===== config.mk =====
export PLATFORM = sky130hd
export DESIGN_NAME = beacon_signal_table
export DESIGN_NICKNAME = d
export VERILOG_FILES = /design/src/sv/bst_pkg.sv /design/src/sv/bst_ram.sv /design/src/sv/bst_front.sv /design/src/sv/bst_queue.sv /design/src/sv/bst_back.sv /design/src/sv/beacon_signal_table.sv
export SDC_FILE = /design/constraint.sdc
export NUM_CORES = 2
export LEC_CHECK = 0
export BUFFER_PORTS_ARGS = -buffer_cell sky130_fd_sc_hd__clkbuf_2
export CAP_MARGIN = 20
export CORE_ASPECT_RATIO = 1.2
export CORE_MARGIN = 8
export CORE_UTILIZATION = 35
export DETAILED_ROUTE_END_ITERATION = 12
export PLACE_DENSITY = 0.47
export SETUP_SLACK_MARGIN = 0.5
export SLEW_MARGIN = 20
export SYNTH_ARGS = -nofsm -noshare
export SYNTH_HDL_FRONTEND = slang
export SYNTH_SLANG_ARGS = --single-unit

===== constraint.sdc =====
create_clock -name clk -period 13.5 [get_ports clk]
set_clock_uncertainty 0.2 [all_clocks]
set_input_delay 2.025 -clock clk [delete_from_list [all_inputs] [get_ports clk]]
set_output_delay 2.025 -clock clk [all_outputs]
set_load 0.03 [all_outputs]

===== src/sv/bst_pkg.sv =====
// Shared types and constants for the beacon signal table.
package bst_pkg;

  localparam int MAX_ENTRIES_DEF     = 5;
  localparam int LINE_LEN_DEF        = 100;
  localparam int ID_OFFSET_DEF       = 50;
  localparam int STRENGTH_OFFSET_DEF = 75;

  localparam int ID_CHARS    = 7;
  localparam int DIGIT_CHARS = 3;
  localparam int ID_W        = 8 * ID_CHARS;
  localparam int DIGITS_W    = 8 * DIGIT_CHARS;
  localparam int STRENGTH_W  = 8;
  localparam int TIME_W      = 32;
  localparam int COUNT_W     = 3;
  localparam int QUEUE_DEPTH = 2;

  localparam logic [TIME_W-1:0] TIMEOUT_RESET = 32'd60000;

  localparam logic [7:0] CHAR_CR   = 8'h0D;
  localparam logic [7:0] CHAR_LF   = 8'h0A;
  localparam logic [7:0] CHAR_ZERO = 8'h30;
  localparam logic [7:0] CHAR_NINE = 8'h39;

  localparam logic FUNC_BYTE = 1'b0;
  localparam logic FUNC_TICK = 1'b1;

  typedef struct packed {
    logic              func;
    logic [7:0]        rx_byte;
    logic [TIME_W-1:0] now_ms;
  } in_item_t;

  typedef struct packed {
    logic                  best_valid;
    logic [ID_W-1:0]       best_id;
    logic [STRENGTH_W-1:0] best_strength;
    logic [COUNT_W-1:0]    entry_count;
  } out_item_t;

  typedef enum logic [1:0] {
    CMD_REPORT,
    CMD_UPDATE,
    CMD_SWEEP
  } cmd_kind_t;

  typedef struct packed {
    cmd_kind_t             kind;
    logic [ID_W-1:0]       id;
    logic [STRENGTH_W-1:0] strength;
    logic [TIME_W-1:0]     now;
  } cmd_t;

  typedef struct packed {
    logic [ID_W-1:0]       id;
    logic [STRENGTH_W-1:0] strength;
    logic [TIME_W-1:0]     stamp;
  } entry_t;

endpackage


===== src/sv/bst_ram.sv =====
// Generic single-write, single-read RAM with registered read data.
module bst_ram #(
  parameter int WIDTH = 8,
  parameter int DEPTH = 4
) (
  input  logic                                  clk,
  input  logic                                  we,
  input  logic [((DEPTH > 1) ? $clog2(DEPTH) : 1)-1:0] waddr,
  input  logic [WIDTH-1:0]                      wdata,
  input  logic [((DEPTH > 1) ? $clog2(DEPTH) : 1)-1:0] raddr,
  output logic [WIDTH-1:0]                      rdata
);

  logic [WIDTH-1:0] mem [DEPTH];
  logic [WIDTH-1:0] rdata_r;

  always_ff @(posedge clk) begin
    if (we) begin
      mem[waddr] <= wdata;
    end
    rdata_r <= mem[raddr];
  end

  assign rdata = rdata_r;

endmodule


===== src/sv/bst_front.sv =====
// Front end: accepts items, tracks the report line and classifies each item into a command.
module bst_front import bst_pkg::*; #(
  parameter int LINE_LEN        = LINE_LEN_DEF,
  parameter int ID_OFFSET       = ID_OFFSET_DEF,
  parameter int STRENGTH_OFFSET = STRENGTH_OFFSET_DEF
) (
  input  logic     clk,
  input  logic     rst_n,
  input  logic     in_valid,
  output logic     in_stall,
  input  in_item_t in_data,
  input  logic     q_full,
  output logic     q_push,
  output cmd_t     q_push_data
);

  localparam int POS_W = $clog2(LINE_LEN);
  localparam int NEED  = (ID_OFFSET + ID_CHARS > STRENGTH_OFFSET + DIGIT_CHARS) ?
                         (ID_OFFSET + ID_CHARS) : (STRENGTH_OFFSET + DIGIT_CHARS);

  logic [POS_W-1:0]    line_pos_r, line_pos_nxt;
  logic [ID_W-1:0]     cap_id_r, cap_id_nxt;
  logic [DIGITS_W-1:0] cap_digits_r, cap_digits_nxt;
  logic [POS_W-1:0]    pos;
  logic                eol;
  logic                accept;
  logic                long_line;

  // digits in order, stop at first non-digit, value wraps mod 256
  function automatic logic [STRENGTH_W-1:0] parse_digits(input logic [DIGITS_W-1:0] d);
    logic [STRENGTH_W-1:0] v;
    logic [7:0]            c;
    logic                  stop;
    v    = '0;
    stop = 1'b0;
    for (int k = 0; k < DIGIT_CHARS; k++) begin
      c = d[8*(DIGIT_CHARS-1-k) +: 8];
      if (c < CHAR_ZERO || c > CHAR_NINE) begin
        stop = 1'b1;
      end
      if (!stop) begin
        v = STRENGTH_W'(v * 8'd10 + (c - CHAR_ZERO));
      end
    end
    return v;
  endfunction

  assign in_stall = q_full;
  assign accept   = in_valid && !q_full;
  assign q_push   = accept;

  always_comb begin
    pos = (32'(line_pos_r) >= LINE_LEN - 1) ? '0 : line_pos_r;

    cap_id_nxt = cap_id_r;
    for (int k = 0; k < ID_CHARS; k++) begin
      if (32'(pos) == ID_OFFSET + k) begin
        cap_id_nxt[8*(ID_CHARS-1-k) +: 8] = in_data.rx_byte;
      end
    end
    cap_digits_nxt = cap_digits_r;
    for (int k = 0; k < DIGIT_CHARS; k++) begin
      if (32'(pos) == STRENGTH_OFFSET + k) begin
        cap_digits_nxt[8*(DIGIT_CHARS-1-k) +: 8] = in_data.rx_byte;
      end
    end

    eol       = (in_data.rx_byte == CHAR_CR) || (in_data.rx_byte == CHAR_LF);
    // terminator counts toward the length
    long_line = (32'(pos) + 1) >= NEED;

    line_pos_nxt = line_pos_r;
    if (accept && in_data.func == FUNC_BYTE) begin
      line_pos_nxt = eol ? '0 : (pos + POS_W'(1));
    end

    q_push_data.id       = cap_id_nxt;
    q_push_data.strength = parse_digits(cap_digits_nxt);
    q_push_data.now      = in_data.now_ms;
    if (in_data.func == FUNC_TICK) begin
      q_push_data.kind = CMD_SWEEP;
    end else if (eol && long_line) begin
      q_push_data.kind = CMD_UPDATE;
    end else begin
      q_push_data.kind = CMD_REPORT;
    end
  end

  always_ff @(posedge clk) begin
    if (!rst_n) begin
      line_pos_r   <= '0;
      cap_id_r     <= '0;
      cap_digits_r <= '0;
    end else begin
      line_pos_r <= line_pos_nxt;
      if (accept && in_data.func == FUNC_BYTE) begin
        cap_id_r     <= cap_id_nxt;
        cap_digits_r <= cap_digits_nxt;
      end
    end
  end

endmodule


===== src/sv/bst_queue.sv =====
// Short command queue between the front end and the table engine.
module bst_queue import bst_pkg::*; (
  input  logic clk,
  input  logic rst_n,
  input  logic push,
  input  cmd_t push_data,
  output logic full,
  input  logic pop,
  output logic empty,
  output cmd_t head
);

  localparam int PTR_W = (QUEUE_DEPTH > 1) ? $clog2(QUEUE_DEPTH) : 1;
  localparam int CNT_W = $clog2(QUEUE_DEPTH + 1);

  cmd_t             slot_r [QUEUE_DEPTH];
  logic [PTR_W-1:0] wr_ptr_r, wr_ptr_nxt;
  logic [PTR_W-1:0] rd_ptr_r, rd_ptr_nxt;
  logic [CNT_W-1:0] count_r, count_nxt;

  assign full  = (count_r == CNT_W'(QUEUE_DEPTH));
  assign empty = (count_r == '0);
  assign head  = slot_r[rd_ptr_r];

  always_comb begin
    wr_ptr_nxt = wr_ptr_r;
    rd_ptr_nxt = rd_ptr_r;
    count_nxt  = count_r;
    if (push) begin
      wr_ptr_nxt = (32'(wr_ptr_r) == QUEUE_DEPTH - 1) ? '0 : wr_ptr_r + PTR_W'(1);
    end
    if (pop) begin
      rd_ptr_nxt = (32'(rd_ptr_r) == QUEUE_DEPTH - 1) ? '0 : rd_ptr_r + PTR_W'(1);
    end
    if (push && !pop) begin
      count_nxt = count_r + CNT_W'(1);
    end else if (pop && !push) begin
      count_nxt = count_r - CNT_W'(1);
    end
  end

  always_ff @(posedge clk) begin
    if (!rst_n) begin
      wr_ptr_r <= '0;
      rd_ptr_r <= '0;
      count_r  <= '0;
    end else begin
      wr_ptr_r <= wr_ptr_nxt;
      rd_ptr_r <= rd_ptr_nxt;
      count_r  <= count_nxt;
    end
  end

  always_ff @(posedge clk) begin
    if (push) begin
      slot_r[wr_ptr_r] <= push_data;
    end
  end

`ifndef NO_ASSERTIONS
  a_no_overflow: assert property (@(posedge clk) disable iff (!rst_n)
    push && !pop |-> !full) else $error("queue push while full");
  a_no_underflow: assert property (@(posedge clk) disable iff (!rst_n)
    pop |-> !empty) else $error("queue pop while empty");
  a_count_step: assert property (@(posedge clk) disable iff (!rst_n)
    push && pop |=> $stable(count_r)) else $error("queue count moved on push and pop");
`endif

endmodule


===== src/sv/bst_back.sv =====
// Table engine: carries out update, expiry and report commands and drives the result register.
module bst_back import bst_pkg::*; #(
  parameter int MAX_ENTRIES = MAX_ENTRIES_DEF
) (
  input  logic              clk,
  input  logic              rst_n,
  input  logic              q_empty,
  input  cmd_t              q_head,
  output logic              q_pop,
  input  logic [TIME_W-1:0] timeout_ms,
  output logic              out_valid,
  input  logic              out_stall,
  output out_item_t         out_data
);

  localparam int IDX_W = (MAX_ENTRIES > 1) ? $clog2(MAX_ENTRIES) : 1;
  localparam int CNT_W = $clog2(MAX_ENTRIES + 1);

  typedef enum logic [3:0] {
    S_IDLE,
    S_UPD_RD,
    S_UPD_CHK,
    S_EVICT_RD,
    S_EVICT_WR,
    S_APPEND,
    S_SWP_RD,
    S_SWP_CHK,
    S_SWP_MOVE,
    S_BEST_RD,
    S_BEST_CHK,
    S_OUT
  } state_t;

  state_t                state_r, state_nxt;
  logic [CNT_W-1:0]      cnt_r, cnt_nxt;
  logic [IDX_W-1:0]      idx_r, idx_nxt;
  logic [IDX_W-1:0]      wmin_idx_r, wmin_idx_nxt;
  logic [STRENGTH_W-1:0] wmin_str_r, wmin_str_nxt;
  cmd_t                  cmd_r, cmd_nxt;
  logic [ID_W-1:0]       best_id_r, best_id_nxt;
  logic [STRENGTH_W-1:0] best_str_r, best_str_nxt;
  logic                  out_valid_r, out_valid_nxt;
  out_item_t             out_data_r, out_data_nxt;

  logic                    ram_we;
  logic [IDX_W-1:0]        ram_waddr;
  entry_t                  ram_wdata;
  logic [IDX_W-1:0]        ram_raddr;
  logic [$bits(entry_t)-1:0] ram_rdata;
  entry_t                  rd_entry;
  entry_t                  new_entry;

  logic [CNT_W-1:0]  idx_ext;
  logic [CNT_W-1:0]  idx_p1;
  logic [IDX_W-1:0]  last_idx;
  logic              more;
  logic [TIME_W-1:0] age;
  logic              expired;
  logic              have_entries;

  bst_ram #(
    .WIDTH ($bits(entry_t)),
    .DEPTH (MAX_ENTRIES)
  ) u_table (
    .clk   (clk),
    .we    (ram_we),
    .waddr (ram_waddr),
    .wdata (ram_wdata),
    .raddr (ram_raddr),
    .rdata (ram_rdata)
  );

  assign rd_entry     = entry_t'(ram_rdata);
  assign new_entry    = '{id: cmd_r.id, strength: cmd_r.strength, stamp: cmd_r.now};
  assign idx_ext      = CNT_W'(idx_r);
  assign idx_p1       = idx_ext + CNT_W'(1);
  assign last_idx     = IDX_W'(cnt_r - CNT_W'(1));
  assign more         = idx_p1 < cnt_r;
  assign age          = cmd_r.now - rd_entry.stamp;
  assign expired      = age > timeout_ms;
  assign have_entries = (cnt_r != '0);

  always_comb begin
    state_nxt     = state_r;
    cnt_nxt       = cnt_r;
    idx_nxt       = idx_r;
    wmin_idx_nxt  = wmin_idx_r;
    wmin_str_nxt  = wmin_str_r;
    cmd_nxt       = cmd_r;
    best_id_nxt   = best_id_r;
    best_str_nxt  = best_str_r;
    out_valid_nxt = out_valid_r;
    out_data_nxt  = out_data_r;
    q_pop         = 1'b0;
    ram_we        = 1'b0;
    ram_waddr     = idx_r;
    ram_wdata     = new_entry;
    ram_raddr     = idx_r;

    if (out_valid_r && !out_stall) begin
      out_valid_nxt = 1'b0;
    end

    case (state_r)
      S_IDLE: begin
        if (!q_empty) begin
          q_pop   = 1'b1;
          cmd_nxt = q_head;
          idx_nxt = '0;
          case (q_head.kind)
            CMD_UPDATE: state_nxt = have_entries ? S_UPD_RD : S_APPEND;
            CMD_SWEEP:  state_nxt = have_entries ? S_SWP_RD : S_BEST_RD;
            default:    state_nxt = S_OUT;
          endcase
        end
      end
      S_UPD_RD: begin
        state_nxt = S_UPD_CHK;
      end
      S_UPD_CHK: begin
        // look ahead one entry while checking this one
        ram_raddr = IDX_W'(idx_p1);
        if (rd_entry.id == cmd_r.id) begin
          ram_we    = 1'b1;
          state_nxt = S_BEST_RD;
        end else begin
          if (idx_r == '0 || rd_entry.strength < wmin_str_r) begin
            wmin_idx_nxt = idx_r;
            wmin_str_nxt = rd_entry.strength;
          end
          if (more) begin
            idx_nxt = IDX_W'(idx_p1);
          end else if (32'(cnt_r) < MAX_ENTRIES) begin
            state_nxt = S_APPEND;
          end else begin
            state_nxt = S_EVICT_RD;
          end
        end
      end
      S_EVICT_RD: begin
        ram_raddr = last_idx;
        state_nxt = S_EVICT_WR;
      end
      S_EVICT_WR: begin
        // weakest slot takes the last entry
        ram_we    = 1'b1;
        ram_waddr = wmin_idx_r;
        ram_wdata = rd_entry;
        cnt_nxt   = cnt_r - CNT_W'(1);
        state_nxt = S_APPEND;
      end
      S_APPEND: begin
        ram_we    = 1'b1;
        ram_waddr = IDX_W'(cnt_r);
        cnt_nxt   = cnt_r + CNT_W'(1);
        state_nxt = S_BEST_RD;
      end
      S_SWP_RD: begin
        state_nxt = S_SWP_CHK;
      end
      S_SWP_CHK: begin
        if (expired) begin
          ram_raddr = last_idx;
          state_nxt = S_SWP_MOVE;
        end else begin
          ram_raddr = IDX_W'(idx_p1);
          if (more) begin
            idx_nxt = IDX_W'(idx_p1);
          end else begin
            state_nxt = S_BEST_RD;
          end
        end
      end
      S_SWP_MOVE: begin
        // same slot is checked again after the move
        ram_we    = 1'b1;
        ram_wdata = rd_entry;
        cnt_nxt   = cnt_r - CNT_W'(1);
        state_nxt = (idx_ext < cnt_r - CNT_W'(1)) ? S_SWP_RD : S_BEST_RD;
      end
      S_BEST_RD: begin
        ram_raddr = '0;
        idx_nxt   = '0;
        if (have_entries) begin
          state_nxt = S_BEST_CHK;
        end else begin
          best_id_nxt  = '0;
          best_str_nxt = '0;
          state_nxt    = S_OUT;
        end
      end
      S_BEST_CHK: begin
        ram_raddr = IDX_W'(idx_p1);
        if (idx_r == '0 || rd_entry.strength > best_str_r) begin
          best_id_nxt  = rd_entry.id;
          best_str_nxt = rd_entry.strength;
        end
        if (more) begin
          idx_nxt = IDX_W'(idx_p1);
        end else begin
          state_nxt = S_OUT;
        end
      end
      S_OUT: begin
        if (!out_valid_r || !out_stall) begin
          out_valid_nxt              = 1'b1;
          out_data_nxt.best_valid    = have_entries;
          out_data_nxt.best_id       = have_entries ? best_id_r : '0;
          out_data_nxt.best_strength = have_entries ? best_str_r : '0;
          out_data_nxt.entry_count   = COUNT_W'(cnt_r);
          state_nxt                  = S_IDLE;
        end
      end
      default: begin
        state_nxt = S_IDLE;
      end
    endcase
  end

  always_ff @(posedge clk) begin
    if (!rst_n) begin
      state_r     <= S_IDLE;
      cnt_r       <= '0;
      idx_r       <= '0;
      out_valid_r <= 1'b0;
    end else begin
      state_r     <= state_nxt;
      cnt_r       <= cnt_nxt;
      idx_r       <= idx_nxt;
      out_valid_r <= out_valid_nxt;
    end
    wmin_idx_r <= wmin_idx_nxt;
    wmin_str_r <= wmin_str_nxt;
    cmd_r      <= cmd_nxt;
    best_id_r  <= best_id_nxt;
    best_str_r <= best_str_nxt;
    out_data_r <= out_data_nxt;
  end

  assign out_valid = out_valid_r;
  assign out_data  = out_data_r;

`ifndef NO_ASSERTIONS
  a_cnt_bound: assert property (@(posedge clk) disable iff (!rst_n)
    32'(cnt_r) <= MAX_ENTRIES) else $error("entry count beyond table size");
  a_write_in_range: assert property (@(posedge clk) disable iff (!rst_n)
    ram_we |-> 32'(ram_waddr) < MAX_ENTRIES) else $error("table write out of range");
  a_empty_result: assert property (@(posedge clk) disable iff (!rst_n)
    out_valid_r && !out_data_r.best_valid |->
      out_data_r.best_id == '0 && out_data_r.best_strength == '0)
    else $error("empty table reported a best entry");
  a_pop_only_idle: assert property (@(posedge clk) disable iff (!rst_n)
    q_pop |-> state_r == S_IDLE && !q_empty) else $error("command taken while busy");
`endif

endmodule


===== src/sv/beacon_signal_table.sv =====
// Top level of the beacon signal table: front end, command queue, table engine.
//
// Input channel (in_valid / in_stall / in_data): one item per transaction, either
// a received byte (func = 0) or a periodic tick (func = 1), each with now_ms.
// Result channel (out_valid / out_stall / out_data): exactly one result per
// input item, in order: strongest entry, its id and strength, and entry count.
// Configuration: cfg_we with cfg_wdata writes timeout_ms; write only while idle.
// A byte that does not complete a long line passes through the command queue
// and the S_OUT state into the result register. A line end walks the table twice
// (match/weakest search, then strongest search), one entry per cycle. A tick
// checks each entry for expiry, moving the last entry into each expired slot and
// checking that slot again, then runs the strongest search.
// A two-entry command queue lets the front accept items while the engine works;
// in_stall rises only when that queue is full.
// A stalled result holds in the output register; the engine waits on it only
// when the next result is ready.
// Reset (rst_n low, synchronous) empties the table and queue, restarts the line
// and sets timeout_ms to 60000.
module beacon_signal_table import bst_pkg::*; #(
  parameter int MAX_ENTRIES     = MAX_ENTRIES_DEF,
  parameter int LINE_LEN        = LINE_LEN_DEF,
  parameter int ID_OFFSET       = ID_OFFSET_DEF,
  parameter int STRENGTH_OFFSET = STRENGTH_OFFSET_DEF
) (
  input  logic              clk,
  input  logic              rst_n,
  input  logic              in_valid,
  output logic              in_stall,
  input  in_item_t          in_data,
  output logic              out_valid,
  input  logic              out_stall,
  output out_item_t         out_data,
  input  logic              cfg_we,
  input  logic [TIME_W-1:0] cfg_wdata
);

  logic [TIME_W-1:0] timeout_r;
  logic              q_push;
  cmd_t              q_push_data;
  logic              q_full;
  logic              q_pop;
  logic              q_empty;
  cmd_t              q_head;

  always_ff @(posedge clk) begin
    if (!rst_n) begin
      timeout_r <= TIMEOUT_RESET;
    end else if (cfg_we) begin
      timeout_r <= cfg_wdata;
    end
  end

  bst_front #(
    .LINE_LEN        (LINE_LEN),
    .ID_OFFSET       (ID_OFFSET),
    .STRENGTH_OFFSET (STRENGTH_OFFSET)
  ) u_front (
    .clk         (clk),
    .rst_n       (rst_n),
    .in_valid    (in_valid),
    .in_stall    (in_stall),
    .in_data     (in_data),
    .q_full      (q_full),
    .q_push      (q_push),
    .q_push_data (q_push_data)
  );

  bst_queue u_queue (
    .clk       (clk),
    .rst_n     (rst_n),
    .push      (q_push),
    .push_data (q_push_data),
    .full      (q_full),
    .pop       (q_pop),
    .empty     (q_empty),
    .head      (q_head)
  );

  bst_back #(
    .MAX_ENTRIES (MAX_ENTRIES)
  ) u_back (
    .clk        (clk),
    .rst_n      (rst_n),
    .q_empty    (q_empty),
    .q_head     (q_head),
    .q_pop      (q_pop),
    .timeout_ms (timeout_r),
    .out_valid  (out_valid),
    .out_stall  (out_stall),
    .out_data   (out_data)
  );

endmodule


# Word-level counts from Yosys, hierarchy flattened
# Memories as Yosys holds them, arrays and structs flattened. A register that Yosys moved wholly into a read port is not among the register bits.
# Index checks and enable logic that the tools add are counted.
# totals
reg_bits	373
ramBits	676
input_bits	78
wordCells	195
mem_count	2
# memory_table
name	depth	width	rd	rd_ports_with_merged_regs	write_ports	line	rtl
u_back.u_table.mem	5	96	1	1	1	bst_ram.sv:14	logic [WIDTH-1:0] mem [DEPTH];
u_queue.slot_r	2	98	1	1	1	bst_queue.sv:16	cmd_t slot_r [QUEUE_DEPTH];
# op_classes
n_addsub	15
multipliers	2
n_lt_le_gt_ge	14
n_eq_ne	35
n_mux	67
bitwise	3
n_reduce_logical	35
# op_table
cell	n
8-bit two-way mux	15
56-bit two-way mux	2
56-bit case mux with 2 select lines	1
96-bit two-way mux	1
56-bit equality test	1
7-bit by 6-bit equality test with 1-bit output, second input constant	7
4-bit case mux with 12 select lines	1
4-bit two-way mux	9
32-bit by 7-bit >= comparator with 1-bit output, second input constant	1
32-bit greater-than comparator	1
32-bit subtractor	1
8-bit by 6-bit greater-than comparator with 1-bit output, second input constant	3
8-bit by 6-bit less-than comparator with 1-bit output, second input constant	3
8-bit by 6-bit subtractor with 8-bit output, second input constant	3
7-bit equality test, second input constant	3
3-bit two-way mux	7
1-bit two-way mux	19
8-bit adder	2
4-bit by 3-bit equality test with 1-bit output, second input constant	4
4-bit equality test, second input constant	4
8-bit by 4-bit equality test with 1-bit output, second input constant	2
8-bit by 3-bit multiplier with 7-bit output, second input constant	2
8-bit case mux with 2 select lines	1
3-bit case mux with 5 select lines	1
41 further kinds	77

# Logic depth before layout (Yosys ltp)
# depth
ltp_word	14
ltp_mapped	39
depth_no_buf	35

# By module
# A second synthesis with hierarchy kept.
# unflattened
cells_unflattened	3456
hier_area_um2	49635.1
# by_module_without_submodules
mod	n_inst	cells_each	area_each_um2
bst_ram	1	1128	20810.0
bst_back	1	1195	14292.5
bst_queue	1	327	7360.8
bst_front	1	703	5945.7
beacon_signal_table	1	103	1226.2

# Worst setup path after synthesis
# Ideal clock, no wire load.
# synth_path
kind	register -> register
start	reg u_back.cmd_r[60] (netlist bit)
end	mem u_back.u_table.mem[1][0] (netlist bit) (enable)
setup_ns	0.688
arrival_ns	8.678
setup_slack_ns	3.934
path_stages_with_launch	10
path_buffers	0
period_less_slack_ns	9.566
cell_sequence	edfxtp_1 -> xnor2_1 -> nand4_1 -> nor4_1 -> nand4_1 -> or3_1 -> o21ai_0 -> a21o_1 -> nand2_1 -> nor3b_1
# synth_via
elab_chain_cells	5
# synth_rtl
item	line	rtl
start, declared	bst_back.sv:39	cmd_t cmd_r, cmd_nxt;
start signal, assigned	bst_back.sv:234	cmd_r <= cmd_nxt;
56-bit equality test	bst_back.sv:123	if (rd_entry.id == cmd_r.id) begin
1-bit two-way mux	bst_back.sv:123	
1-bit case mux with 2 select lines	bst_back.sv:104	case (state_r)
1-bit two-way mux	bst_ram.sv:18	if (we) begin
1-bit two-way mux (implied by the code)	bst_ram.sv:19	mem[waddr] <= wdata;
end, declared	bst_ram.sv:14	
# Every way passes these cells.

==> key figures <==
Outcome
  • Status: completed

Route
  • Initial DRC Count: 1,832
  • WL/cell: 22.2 um
  • Via/cell ratio: 4.99
  • Remaining DRCs: 0
  • First drt pass iteration count: 5
  • Vias: 26.9k
  • Routed Antenna Nets: 0
  • Routed WL: 120 mm

Floorplan
  • DIE WIDTH: 354 um
  • Starting Density: 0.351
  • Std-Cell Rows: 149
  • Die H: 422 um
  • Die area: 149,000 um^2
  • Core area: 137,000 um^2
  • Io pins: 148

GRT
  • GRT Util Overall: 0.156
  • First-pass GRT wire length: 179 mm
  • Total gr overflow: 0
  • Largest net degree at the start of global routing: 100
  • Vias in the first global route: 27.1k
  • Initial antenna violation count: 3

Finish
  • Layout cells sized above 1: 0.198
  • Final core occ: 0.398
  • P&R area growth vs syn: 13.4%
  • Final net count: 3,693
  • # fillers: 12.8k
  • # diodes: 0

Logic synthesis
  • Async set-reset flop share out of synthesis: 0
  • Warnings from Yosys: 0
  • Register area share after synthesis: 0.668
  • FF+latch count, synth: 1,146
  • Distinct cells, synth: 77
  • Syn Area/Cell: 14.4 um^2
  • Number of enable flip-flop cells after synthesis: 915
  • Synth Flop Type: edfxtp_1
  • Cells after synthesis: 3,347
  • Synthesized cell area: 48,100 um^2
  • Syn nets: 3,561

STA
  • Min Tclk post-route: 8200 ps
  • Final Hold Viols: 0
  • Total negative setup slack: 0 ps
  • Final slew viol count: 0
  • RSZ-0062 raised after global routing: no
  • Worst-margin pin slew: 1090 ps
  • Slew HR: 0.265
  • Period utilisation layout: 0.608
  • Max frequency: 122 MHz
  • Setup Viol. Count Final: 0

CTS
  • Worst-path clk slew: 60 ps
  • Maximum clock path buffer count: 3
  • Hold_buf cts: 0
  • H-tree Lvls: 3
  • Post-CTS setup buffers: 0
  • Clk sink count: 1,146
  • Clk_lat worst skew: 720 ps
  • TritonCTS Buffers: 115
  • CTS tree: yes
  • Clock root buffer master: clkbuf_16
  • Post_cts resized: 0

Place
  • Port Buffers: 147
  • Final HPWL DP: 74.9 mm
  • GPL Wtd Cong: 0.773

Worst setup path
  • CP max FO: 16
  • CP arrival: 8440 ps
  • Slowest CP cell: dfxtp_1
  • R2r worst-path depth: 31
  • Flop2flop setup slack: 5300 ps
  • Startpoint types: register
  • CP Capture Type: register
  • Worst r2r dst: u_queue.slot_r[0][39]
  • CP Buf/Inv Count: 2
  • Crit path kind: register to register
  • R2R Path Start: u_front.line_pos_r[2]
  • Max incr delay on CP: 650 ps
  • Critical path required time: 13,730 ps
  • Crit-path leading delay family: adder cells

Min path
  • WHS Path Cells: 2
  • Worst hold endpoint: u_front.cap_id_r[7]
  • Min-Delay Startpoint: u_front.cap_id_r[7]
  • Hold Crit Class: register to register

Power
  • Leakage power: 20.3 nW
  • Final Power: 0.0125 W
  • Power density over the cells: 229 nW/um^2
  • VDD IR max: 0.181 mV

Run
  • Max-Cap Viols: 0
[worst max path at each step]
stage / start / endpoint / slack [ps] / depth (start not counted)
after floorplan: u_back.cmd_r[60] / u_back.u_table.mem[1][0] / 3930 / 9
after global placement: in_data[33] / u_queue.slot_r[0][39] / 5270 / 27
after detailed placement: in_data[33] / u_queue.slot_r[0][39] / 5190 / 24
after CTS: u_front.line_pos_r[2] / u_queue.slot_r[0][39] / 5250 / 31
after global routing: u_front.line_pos_r[2] / u_queue.slot_r[0][39] / 4400 / 31
final: u_front.line_pos_r[2] / u_queue.slot_r[0][39] / 5300 / 31
[registers in the layout, indices dropped and copies added (netlist names), named ones only]
| name | flops |
|---|---|
| u_back.cnt_r | 3 |
| u_queue.slot_r | 196 |
| u_back.best_str_r | 8 |
| u_front.cap_id_r | 56 |
| u_back.u_table.rdata | 96 |
| u_front.line_pos_r | 7 |
| u_back.cmd_r | 96 |
| u_back.out_data | 68 |
| u_front.cap_digits_r | 24 |
| u_back.wmin_idx_r | 3 |
| u_queue.rd_ptr_r | 1 |
| u_back.wmin_str_r | 8 |
| u_back.u_table.mem | 480 |
| u_back.out_valid | 1 |
| u_back.state_r | 4 |
| timeout_r | 32 |
| u_back.best_id_r | 56 |
| u_queue.wr_ptr_r | 1 |
| u_back.idx_ext | 3 |
| u_queue.count_r | 2 |
[cell type report]
type                    count  area (um^2)  area share
clock buffers             164         3210      0.0590
clock inverters            53          534     0.00980
inverters                 130          493     0.00904
multi-input cells        1901        14900       0.273
flip-flops and latches   1146        32100       0.589
well taps                1812         2270      0.0416
repair buffers            185         1050      0.0192
[cells by family after synthesis]
| logic type | synth area share |
|---|---|
| DFF | 0.668 |
| and+or+nand+nor | 0.0612 |
| muxes | 0.119 |
| AOI/OAI and AO/OA | 0.0711 |
| buffers and inverters | 0.0256 |
| adders and majority gates | 0.0362 |
| xor gates and xnor gates | 0.0191 |
[power by group]
group	total, W	leakage (nW)	internal, W	switching [W]
Combinational	0.00397	8.08	0.00157	0.00241
Sequential	0.00534	10.3	0.00491	0.000425
Clock	0.00317	1.84	0.00181	0.00135
Total	0.0125	20.3	0.00829	0.00418
[cell usage after synthesis, types with 64 or more instances]
cell type,number,area share
nor2_1,240,0.019
dfxtp_1,231,0.096
mux2i_1,242,0.050
mux2_2,289,0.068
o21ai_0,181,0.019
a21oi_1,95,0.0099
clkbuf_1,116,0.0091
ha_1,131,0.034
and2_1,64,0.0083
edfxtp_1,915,0.57
nor3_1,70,0.0073
o221ai_1,67,0.012
nand2_1,120,0.0094
xnor2_1,93,0.017
inv_1,128,0.010
[worst register-to-register path, delay by kind of cell (launching register included)]
family,cells,cell delay [ps]
adder cells (fa/ha/maj),8,2460
AND/OR/NAND/NOR,8,1640
AO/OA/AOI/OAI,5,1240
XOR/XNOR,7,1100
flip-flops,1,650
multiplexers,1,490
buffers and inverters,2,140
[through the flow]
| step | instance area (um^2) | cells | hold slack, ps | setup slack [ps] |
|---|---|---|---|---|
| after floorplan | 48100 | 3347 | 234 | 3930 |
| after global placement | 50800 | 5174 | 239 | 5270 |
| after detailed placement | 50800 | 5174 | 244 | 5190 |
| after CTS | 54500 | 5391 | 254 | 5250 |
| after global routing | 54500 | 5391 | 273 | 4400 |
| final | 54500 | 5391 | 253 | 5300 |
[per-layer routing]
metal / global-route usage / share of wire
met1: 0.222 / 0.48
met2: 0.251 / 0.47
met3: 0.0226 / 0.036
met4: 0.0389 / 0.019
met5: 0 / 0
[layout by cell type (no fill, tap or decap), types with 12 or more instances in the layout]
cell       count
nand2b_1      13
dfxtp_1      230
nand3_1       25
nor3_1        69
a21o_1        24
nor2_1       236
nand2_1      119
a211oi_1      20
buf_4         36
xnor2_1       93
mux2_2       289
clkinv_2      16
mux2i_1      242
nand4_1       24
ha_1         131
o211ai_1      15
inv_1        127
edfxtp_1     915
clkbuf_1      36
and2_1        63
clkinv_1      18
clkbuf_2     147
o221ai_2      30
a21oi_1       92
xor2_1        12
clkbuf_16    117
o221ai_1      67
o21ai_0      181
No activity file was read; power rests on OpenSTA's default activity.
